$ cat config.mk
export PLATFORM = sky130hd
export DESIGN_NAME = cosh_taylor_series
export DESIGN_NICKNAME = d
export VERILOG_FILES = /design/src/cts_pkg.sv /design/src/cts_ctrl.sv /design/src/cts_dpath.sv /design/src/cosh_taylor_series.sv
export SDC_FILE = /design/constraint.sdc
export NUM_CORES = 2
export LEC_CHECK = 0
export BUFFER_PORTS_ARGS = -buffer_cell sky130_fd_sc_hd__buf_2
export CORE_UTILIZATION = 60
export DETAILED_ROUTE_END_ITERATION = 10
export GPL_ROUTABILITY_DRIVEN = 0
export HOLD_SLACK_MARGIN = 0.12
export PLACE_DENSITY = 0.83
export SLEW_MARGIN = 10
export SYNTH_ARGS = -nofsm -noshare
export SYNTH_HDL_FRONTEND = slang
export SYNTH_SLANG_ARGS = --single-unit
$ cat constraint.sdc
create_clock -name clk -period 13.4 [get_ports clk]
set_input_delay 2.68 -clock clk [delete_from_list [all_inputs] [get_ports clk]]
set_output_delay 2.68 -clock clk [all_outputs]
set_load 0.01 [all_outputs]
$ cat src/cts_pkg.sv
package cts_pkg;

  // Field widths fixed by the interface.
  localparam int X_W        = 32;
  localparam int TERM_W     = 64;
  localparam int ACC_W      = 2 * TERM_W;
  localparam int IDX_W      = 6;
  localparam int TOL_W      = 40;
  localparam int CFG_IDX_W  = 2;
  localparam int CFG_DATA_W = 40;
  localparam int HALF_W     = TERM_W / 2;

  // x squared is kept as Q16.48, so the product drops 48 fraction bits.
  localparam int X2_FRAC    = 48;
  localparam int NUM_W      = ACC_W - X2_FRAC;

  // Divider retires this many quotient bits per cycle.
  localparam int DIV_BITS   = 4;
  localparam int DIV_STEPS  = NUM_W / DIV_BITS;
  localparam int CNT_W      = $clog2(DIV_STEPS);
  localparam int MUL_STEPS  = 4;

  localparam int MAX_TERMS_DEF = 32;
  localparam int FRAC_BITS_DEF = 40;

  // Configuration register indexes.
  localparam logic [CFG_IDX_W-1:0] CFG_STOP_MODE  = 2'd0;
  localparam logic [CFG_IDX_W-1:0] CFG_TOLERANCE  = 2'd1;
  localparam logic [CFG_IDX_W-1:0] CFG_TERM_LIMIT = 2'd2;

  localparam logic [TOL_W-1:0] TOL_RESET   = 40'd10995;
  localparam logic [IDX_W-1:0] LIMIT_RESET = 6'd16;

  typedef struct packed {
    logic       load;
    logic       mul_sq;
    logic       mul_en;
    logic [1:0] mul_sel;
    logic       acc_clr;
    logic       acc_en;
    logic       x2_wr;
    logic       div_ld_term;
    logic       div_ld_rem;
    logic       div_step;
    logic       term_upd;
  } dp_cmd_t;

  typedef struct packed {
    logic idx_lt_limit;
    logic stop_tol;
  } dp_stat_t;

endpackage

$ cat src/cts_ctrl.sv
module cts_ctrl (
  input  logic              clk,
  input  logic              rst_n,
  input  logic              start,
  output logic              busy,
  output logic              out_valid,
  output cts_pkg::dp_cmd_t  cmd,
  input  cts_pkg::dp_stat_t stat
);
  import cts_pkg::*;

  typedef enum logic [11:0] {
    S_IDLE = 12'b0000_0000_0001,
    S_SQ   = 12'b0000_0000_0010,
    S_SQW  = 12'b0000_0000_0100,
    S_TEST = 12'b0000_0000_1000,
    S_MUL  = 12'b0000_0001_0000,
    S_MULW = 12'b0000_0010_0000,
    S_DLD  = 12'b0000_0100_0000,
    S_DIV  = 12'b0000_1000_0000,
    S_ACC  = 12'b0001_0000_0000,
    S_RLD  = 12'b0010_0000_0000,
    S_RDIV = 12'b0100_0000_0000,
    S_DONE = 12'b1000_0000_0000
  } state_t;

  state_t           state_r, state_nxt;
  logic [CNT_W-1:0] cnt_r, cnt_nxt;

  always_ff @(posedge clk) begin
    if (!rst_n) begin
      state_r <= S_IDLE;
      cnt_r   <= '0;
    end else begin
      state_r <= state_nxt;
      cnt_r   <= cnt_nxt;
    end
  end

  always_comb begin
    state_nxt = state_r;
    cnt_nxt   = '0;
    cmd       = '0;
    case (state_r)
      S_IDLE: begin
        if (start) begin
          cmd.load  = 1'b1;
          state_nxt = S_SQ;
        end
      end
      S_SQ: begin
        cmd.mul_sq = 1'b1;
        cmd.mul_en = 1'b1;
        state_nxt  = S_SQW;
      end
      S_SQW: begin
        // The first term is never held against the tolerance.
        cmd.x2_wr = 1'b1;
        state_nxt = stat.idx_lt_limit ? S_MUL : S_RLD;
      end
      S_TEST: begin
        state_nxt = (stat.idx_lt_limit && !stat.stop_tol) ? S_MUL : S_RLD;
      end
      S_MUL: begin
        cmd.mul_en  = 1'b1;
        cmd.mul_sel = cnt_r[1:0];
        cmd.acc_clr = (cnt_r == '0);
        cmd.acc_en  = (cnt_r != '0);
        if (cnt_r == CNT_W'(MUL_STEPS - 1)) begin
          state_nxt = S_MULW;
        end else begin
          cnt_nxt = cnt_r + 1'b1;
        end
      end
      S_MULW: begin
        cmd.acc_en = 1'b1;
        state_nxt  = S_DLD;
      end
      S_DLD: begin
        cmd.div_ld_term = 1'b1;
        state_nxt       = S_DIV;
      end
      S_DIV: begin
        cmd.div_step = 1'b1;
        if (cnt_r == CNT_W'(DIV_STEPS - 1)) begin
          state_nxt = S_ACC;
        end else begin
          cnt_nxt = cnt_r + 1'b1;
        end
      end
      S_ACC: begin
        cmd.term_upd = 1'b1;
        state_nxt    = S_TEST;
      end
      S_RLD: begin
        cmd.div_ld_rem = 1'b1;
        state_nxt      = S_RDIV;
      end
      S_RDIV: begin
        cmd.div_step = 1'b1;
        if (cnt_r == CNT_W'(DIV_STEPS - 1)) begin
          state_nxt = S_DONE;
        end else begin
          cnt_nxt = cnt_r + 1'b1;
        end
      end
      S_DONE: begin
        state_nxt = S_IDLE;
      end
      default: begin
        state_nxt = S_IDLE;
      end
    endcase
  end

  assign busy      = (state_r != S_IDLE);
  assign out_valid = (state_r == S_DONE);

endmodule

$ cat src/cts_dpath.sv
module cts_dpath #(
  parameter int MAX_TERMS = cts_pkg::MAX_TERMS_DEF,
  parameter int FRAC_BITS = cts_pkg::FRAC_BITS_DEF
) (
  input  logic                              clk,
  input  logic                              rst_n,
  input  logic                              cfg_we,
  input  logic [cts_pkg::CFG_IDX_W-1:0]     cfg_index,
  input  logic [cts_pkg::CFG_DATA_W-1:0]    cfg_wdata,
  input  logic signed [cts_pkg::X_W-1:0]    in_x_arg,
  input  cts_pkg::dp_cmd_t                  cmd,
  output cts_pkg::dp_stat_t                 stat,
  output logic [cts_pkg::TERM_W-1:0]        out_cosh_sum,
  output logic [cts_pkg::TERM_W-1:0]        out_remainder_est,
  output logic [cts_pkg::IDX_W-1:0]         out_terms_used,
  output logic                              out_overflow
);
  import cts_pkg::*;

  localparam int DMAX    = 2 * (MAX_TERMS - 1) * (2 * (MAX_TERMS - 1) - 1);
  localparam int DLOG    = $clog2(DMAX + 1);
  localparam int DIV_W   = (DLOG < 2) ? 2 : DLOG;
  localparam int TOL_LSH = (FRAC_BITS >= TOL_W) ? FRAC_BITS - TOL_W : 0;
  localparam int TOL_RSH = (FRAC_BITS >= TOL_W) ? 0 : TOL_W - FRAC_BITS;

  // Configuration registers.
  logic             stop_mode_r;
  logic [TOL_W-1:0] tol_r;
  logic [IDX_W-1:0] limit_r;

  // Series state and arithmetic registers.
  logic [HALF_W-1:0] ax_r;
  logic [TERM_W-1:0] x2_r;
  logic [TERM_W-1:0] term_r;
  logic [TERM_W-1:0] sum_r;
  logic [IDX_W-1:0]  idx_r;
  logic              ovf_r;
  logic [TERM_W-1:0] pp_r;
  logic [1:0]        pp_sh_r;
  logic [ACC_W-1:0]  acc_r;
  logic [NUM_W-1:0]  num_r, num_nxt;
  logic [DIV_W-1:0]  rem_r, rem_nxt;
  logic [DIV_W-1:0]  d_r;

  logic [HALF_W-1:0]    x_mag;
  logic [HALF_W-1:0]    mul_a, mul_b;
  logic [TERM_W-1:0]    prod;
  logic [ACC_W-1:0]     pp_shifted;
  logic [IDX_W:0]       k2;
  logic [2*IDX_W+1:0]   dprod;
  logic [TERM_W-1:0]    new_term;
  logic                 term_sat;
  logic [TERM_W:0]      sum_ext;
  logic [IDX_W-1:0]     eff_limit;
  logic [TERM_W-1:0]    tol_scaled;

  always_ff @(posedge clk) begin
    if (!rst_n) begin
      stop_mode_r <= 1'b0;
      tol_r       <= TOL_RESET;
      limit_r     <= LIMIT_RESET;
    end else if (cfg_we) begin
      case (cfg_index)
        CFG_STOP_MODE:  stop_mode_r <= cfg_wdata[0];
        CFG_TOLERANCE:  tol_r       <= cfg_wdata[TOL_W-1:0];
        CFG_TERM_LIMIT: limit_r     <= cfg_wdata[IDX_W-1:0];
        default: ;
      endcase
    end
  end

  // Two's complement magnitude; the most negative input maps to 2^31.
  assign x_mag = in_x_arg[X_W-1] ? (~in_x_arg + 1'b1) : in_x_arg;

  // One shared 32x32 multiplier: squares x, then forms four partial products per term.
  always_comb begin
    if (cmd.mul_sq) begin
      mul_a = ax_r;
      mul_b = ax_r;
    end else begin
      mul_a = cmd.mul_sel[0] ? term_r[TERM_W-1:HALF_W] : term_r[HALF_W-1:0];
      mul_b = cmd.mul_sel[1] ? x2_r[TERM_W-1:HALF_W]   : x2_r[HALF_W-1:0];
    end
  end

  assign prod = mul_a * mul_b;

  always_comb begin
    case (pp_sh_r)
      2'd0:    pp_shifted = {{TERM_W{1'b0}}, pp_r};
      2'd1:    pp_shifted = {{HALF_W{1'b0}}, pp_r, {HALF_W{1'b0}}};
      2'd2:    pp_shifted = {pp_r, {TERM_W{1'b0}}};
      default: pp_shifted = '0;
    endcase
  end

  // Divisor 2k(2k-1) for the term being formed.
  assign k2    = {idx_r, 1'b0};
  assign dprod = k2 * (k2 - 1'b1);

  // Restoring division, DIV_BITS quotient bits per cycle; quotient shifts into num_r.
  always_comb begin : div_blk
    logic [DIV_W:0] r2;
    rem_nxt = rem_r;
    num_nxt = num_r;
    for (int i = 0; i < DIV_BITS; i++) begin
      r2      = {rem_nxt, num_nxt[NUM_W-1]};
      num_nxt = {num_nxt[NUM_W-2:0], 1'b0};
      if (r2 >= {1'b0, d_r}) begin
        r2         = r2 - {1'b0, d_r};
        num_nxt[0] = 1'b1;
      end
      rem_nxt = r2[DIV_W-1:0];
    end
  end

  assign term_sat = |num_r[NUM_W-1:TERM_W];
  assign new_term = term_sat ? '1 : num_r[TERM_W-1:0];
  assign sum_ext  = {1'b0, sum_r} + {1'b0, new_term};

  always_ff @(posedge clk) begin
    if (cmd.load) begin
      ax_r   <= x_mag;
      term_r <= TERM_W'(1) << FRAC_BITS;
      sum_r  <= TERM_W'(1) << FRAC_BITS;
      idx_r  <= IDX_W'(1);
      ovf_r  <= 1'b0;
    end
    if (cmd.mul_en) begin
      pp_r    <= prod;
      pp_sh_r <= 2'(cmd.mul_sel[0]) + 2'(cmd.mul_sel[1]);
    end
    if (cmd.x2_wr) begin
      x2_r <= pp_r;
    end
    if (cmd.acc_clr) begin
      acc_r <= '0;
    end else if (cmd.acc_en) begin
      acc_r <= acc_r + pp_shifted;
    end
    if (cmd.div_ld_term) begin
      num_r <= acc_r[ACC_W-1:X2_FRAC];
      rem_r <= '0;
      d_r   <= dprod[DIV_W-1:0];
    end else if (cmd.div_ld_rem) begin
      // Two thirds of the last term: floor(2t / 3).
      num_r <= NUM_W'({term_r, 1'b0});
      rem_r <= '0;
      d_r   <= DIV_W'(3);
    end else if (cmd.div_step) begin
      num_r <= num_nxt;
      rem_r <= rem_nxt;
    end
    if (cmd.term_upd) begin
      term_r <= new_term;
      sum_r  <= sum_ext[TERM_W] ? '1 : sum_ext[TERM_W-1:0];
      idx_r  <= idx_r + 1'b1;
      ovf_r  <= ovf_r | term_sat | sum_ext[TERM_W];
    end
  end

  always_comb begin
    if (limit_r == '0) begin
      eff_limit = IDX_W'(1);
    end else if (limit_r > IDX_W'(MAX_TERMS)) begin
      eff_limit = IDX_W'(MAX_TERMS);
    end else begin
      eff_limit = limit_r;
    end
  end

  assign tol_scaled = (TERM_W'(tol_r) << TOL_LSH) >> TOL_RSH;

  assign stat.idx_lt_limit = (idx_r < eff_limit);
  assign stat.stop_tol     = !stop_mode_r && (term_r <= tol_scaled);

  assign out_cosh_sum      = sum_r;
  assign out_remainder_est = num_r[TERM_W-1:0];
  assign out_terms_used    = idx_r;
  assign out_overflow      = ovf_r;

endmodule

$ cat src/cosh_taylor_series.sv
// Channel   Transfer condition        Ports
// input     start & !busy             in_x_arg
// result    out_valid (one cycle)     out_cosh_sum, out_remainder_est, out_terms_used,
//                                     out_overflow
// config    cfg_we                    cfg_index, cfg_wdata
//
// For each further term, the partial products are formed on the shared 32x32 multiplier, the
// accumulation is finished, the divider is loaded and runs its radix-16 steps, and the sum
// is updated and the term tested. After the last term the divider forms the remainder estimate.
// Reset is synchronous and active low; it clears the controller and loads register defaults.
// The result is shown for exactly one cycle, and the receiver cannot stall it.
module cosh_taylor_series #(
  parameter int MAX_TERMS = cts_pkg::MAX_TERMS_DEF,
  parameter int FRAC_BITS = cts_pkg::FRAC_BITS_DEF
) (
  input  logic                           clk,
  input  logic                           rst_n,
  input  logic                           start,
  output logic                           busy,
  input  logic signed [cts_pkg::X_W-1:0] in_x_arg,
  output logic                           out_valid,
  output logic [cts_pkg::TERM_W-1:0]     out_cosh_sum,
  output logic [cts_pkg::TERM_W-1:0]     out_remainder_est,
  output logic [cts_pkg::IDX_W-1:0]      out_terms_used,
  output logic                           out_overflow,
  input  logic                           cfg_we,
  input  logic [cts_pkg::CFG_IDX_W-1:0]  cfg_index,
  input  logic [cts_pkg::CFG_DATA_W-1:0] cfg_wdata
);
  import cts_pkg::*;

  dp_cmd_t  cmd;
  dp_stat_t stat;

  cts_ctrl u_ctrl (
    .clk       (clk),
    .rst_n     (rst_n),
    .start     (start),
    .busy      (busy),
    .out_valid (out_valid),
    .cmd       (cmd),
    .stat      (stat)
  );

  cts_dpath #(
    .MAX_TERMS (MAX_TERMS),
    .FRAC_BITS (FRAC_BITS)
  ) u_dpath (
    .clk               (clk),
    .rst_n             (rst_n),
    .cfg_we            (cfg_we),
    .cfg_index         (cfg_index),
    .cfg_wdata         (cfg_wdata),
    .in_x_arg          (in_x_arg),
    .cmd               (cmd),
    .stat              (stat),
    .out_cosh_sum      (out_cosh_sum),
    .out_remainder_est (out_remainder_est),
    .out_terms_used    (out_terms_used),
    .out_overflow      (out_overflow)
  );

endmodule

==> metrics.txt <==
Hold-fix buffers, CTS 0; Setup crit start u_ctrl.state_r[3]; fin. max-slew vios 0; total core area 121,700 sq um; TritonCTS clock tree built; required time worst endpoint 13.78 ns; Hold Violations, Final 0; CP endpoint kind flip-flop; RSZ-0062 raised after global routing no; Rows 128; num ports 215; layout cells sized above 1 7.129%; Setup Viol. Count Final 0; die area 124,100 sq um; Seq cells post-synth 593; Post-DP HPWL 194.2 mm; drt first-iter violations 9,900; largest net degree at the start of global routing 98; fraction of registers with async set/reset 0%; GRT Resource Usage Total 40.62%; via count of the first global-routing pass 64,750; Area Overhead vs Synth 5.904%; synthesized area per cell 8.801 sq um; fin crit share 93.73%; Slowest-stage cell, CP a21o_1; hold path startpoint u_dpath.acc_r[13]; post-cts sizing count 0; crit-path most repeated cell fa_1; Setup Fix Bufs, Post-CTS 0; crit-path max FO 24; run status complete, no violations; Syn Inst Count 8,365; Clock Sinks 593; startpoint types flip-flop; CTS HTree Levels 3; die boundary width 352.3 microns; clock slew at reported path FFs 0.07 ns; synthesized area 73,620 sq um; worst reg2reg startpoint u_ctrl.state_r[3]; sequential cell area 15,760 sq um; WL final 255.6 mm; fmax 79.62 MHz; crit path DAT 12.94 ns; DR WL/cell 25.68 microns; Overflow after GRT 0; number of port buffers 214; # Max-Cap Violations 0; worst slew pin tran 1.447 ns; initial antenna violation count 23; Setup CP Type flip-flop to flip-flop; hold path depth 2; Tmin final 12.56 ns; Clk Latency, worst-skew pair 0.66 ns; first-pass GRT wire length 382.9 mm; distinct cell type count after synthesis 93; Post-synth EDFFs 388; Reg2Reg Depth 33; clock buffer count from CTS 66; Initial Util 60.48%; Vias/cell 6.558; Via Count 65,280; Post-synth top flop edfxtp_1; Sum Neg Setup Slack 0 ns; Slew HR 3.531%; first-pass detailed-route iteration total 7; Seq/Total Area, Yosys 21.40%; CTS Root Cell clkbuf_16; Layout Skew 0.04294 ns; Multi-input gate area 51,960 sq um; syn_nets 9,936; DRC errors left 0; Hold WC Path Type flip-flop to flip-flop; nets 9,836; fill count 9,507; clk buf depth 3; synth warn 0; chip height 352.3 microns; CP max stage delay 1.03 ns; Detail Route Antenna Nets 0
[layout make-up]
cell class | instances | area share (%)
well taps | 1625 | 2.608
clock inverters | 35 | 0.5826
flip-flops and latches | 593 | 20.21
repair buffers | 334 | 2.539
diodes | 11 | 0.03531
multi-input cells | 6222 | 66.65
inverters | 1048 | 5.046
clock buffers | 86 | 2.333
[Yosys cell counts (all sizes together) (151+ instances only)]
cell type / number / area (sq um)
a21o: 219 / 1645
xnor2: 210 / 1839
nor2: 932 / 3498
edfxtp: 388 / 11650
ha: 568 / 7107
nand2: 988 / 3709
mux2i: 183 / 1832
clkbuf: 389 / 1461
and2: 151 / 944.7
inv: 1047 / 3930
dfxtp: 205 / 4104
fa: 925 / 18520
a21oi: 617 / 3092
o21ai: 329 / 1650
[worst paths after layout]
check | slack, ns | to
min reg2reg | 0.46 | u_dpath.acc_r[13]
max reg2reg | 0.84 | u_dpath.pp_r[62]
max | 0.84 | u_dpath.pp_r[62]
min | 0.46 | u_dpath.acc_r[13]
[cell families (layout without fill, tap and decap cells)]
family | count (synthesis) | after routing | share of synthesized area (%)
AND/OR/NAND/NOR | 2620 | 2620 | 15.64
multiplexers | 205 | 205 | 2.825
flip-flops | 593 | 593 | 21.40
other | 1 | 12 | 0.005094
adder cells (fa/ha/maj) | 1493 | 1493 | 34.81
AO/OA/AOI/OAI | 1580 | 1580 | 13.19
buffers and inverters | 1550 | 1503 | 8.287
XOR/XNOR | 323 | 323 | 3.843
[stage by stage]
step / util, % / cell area, sq um / worst slack [ns] / hold WS [ns] / cells
floorplan: - / 73620 / 3.526 / 0.4362 / 8365
CTS: 64.01 / 77910 / 1.345 / 0.4596 / 9942
detailed placement: 62.14 / 75640 / 1.490 / 0.4512 / 9821
finish: 64.05 / 77960 / 0.8406 / 0.4570 / 9954
global route: 64.03 / 77940 / 0.5807 / 0.4725 / 9945
global placement: 62.14 / 75640 / 1.743 / 0.4423 / 9821
[cell usage in the layout, fill, tap and decap left out, types with 214 or more instances in the layout]
cell,n
o21ai_0,317
nor2_1,930
a21o_1,218
ha_1,568
nand2_1,984
a21oi_1,595
fa_1,925
buf_2,214
edfxtp_1,388
inv_1,1047
[metal layers]
| metal | track usage (%) | share of wire, % | up-vias |
|---|---|---|---|
| li1 | - | - | 27300 |
| met3 | 16.91 | 17 | 1594 |
| met2 | 56.74 | 40 | 5418 |
| met4 | 29.39 | 9.6 | 28 |
| met1 | 50.34 | 33 | 30940 |
| met5 | 0.8846 | 0.12 | - |
[sequential cells by signal, summed over array words and instances (netlist names), 6 cells and up]
register and flops:
u_dpath.ax_r 32, u_dpath.d_r 12, u_dpath.limit_r 6, u_dpath.num_r 80
u_dpath.out_cosh_sum 64, u_dpath.pp_r 64, u_dpath.tol_r 40, u_dpath.rem_r 12
u_dpath.x2_r 64, u_dpath.term_r 64, u_ctrl.state_r 12, u_dpath.out_terms_used 6
u_dpath.acc_r 128
[worst max-delay path: cells and delay by family, from the launching register on]
| family | cells | cell delay, ns |
|---|---|---|
| mux | 1 | 0.76 |
| xor+xnor | 1 | 0.15 |
| buf+inv | 5 | 0.59 |
| fa+ha+maj | 9 | 4.38 |
| simple gates | 6 | 2.12 |
| compound gates | 11 | 3.84 |
| flops | 1 | 0.39 |
Power is left out: the tool's default activity adds up to more than one toggle a clock period on the data nets, which glitch-free logic cannot reach.
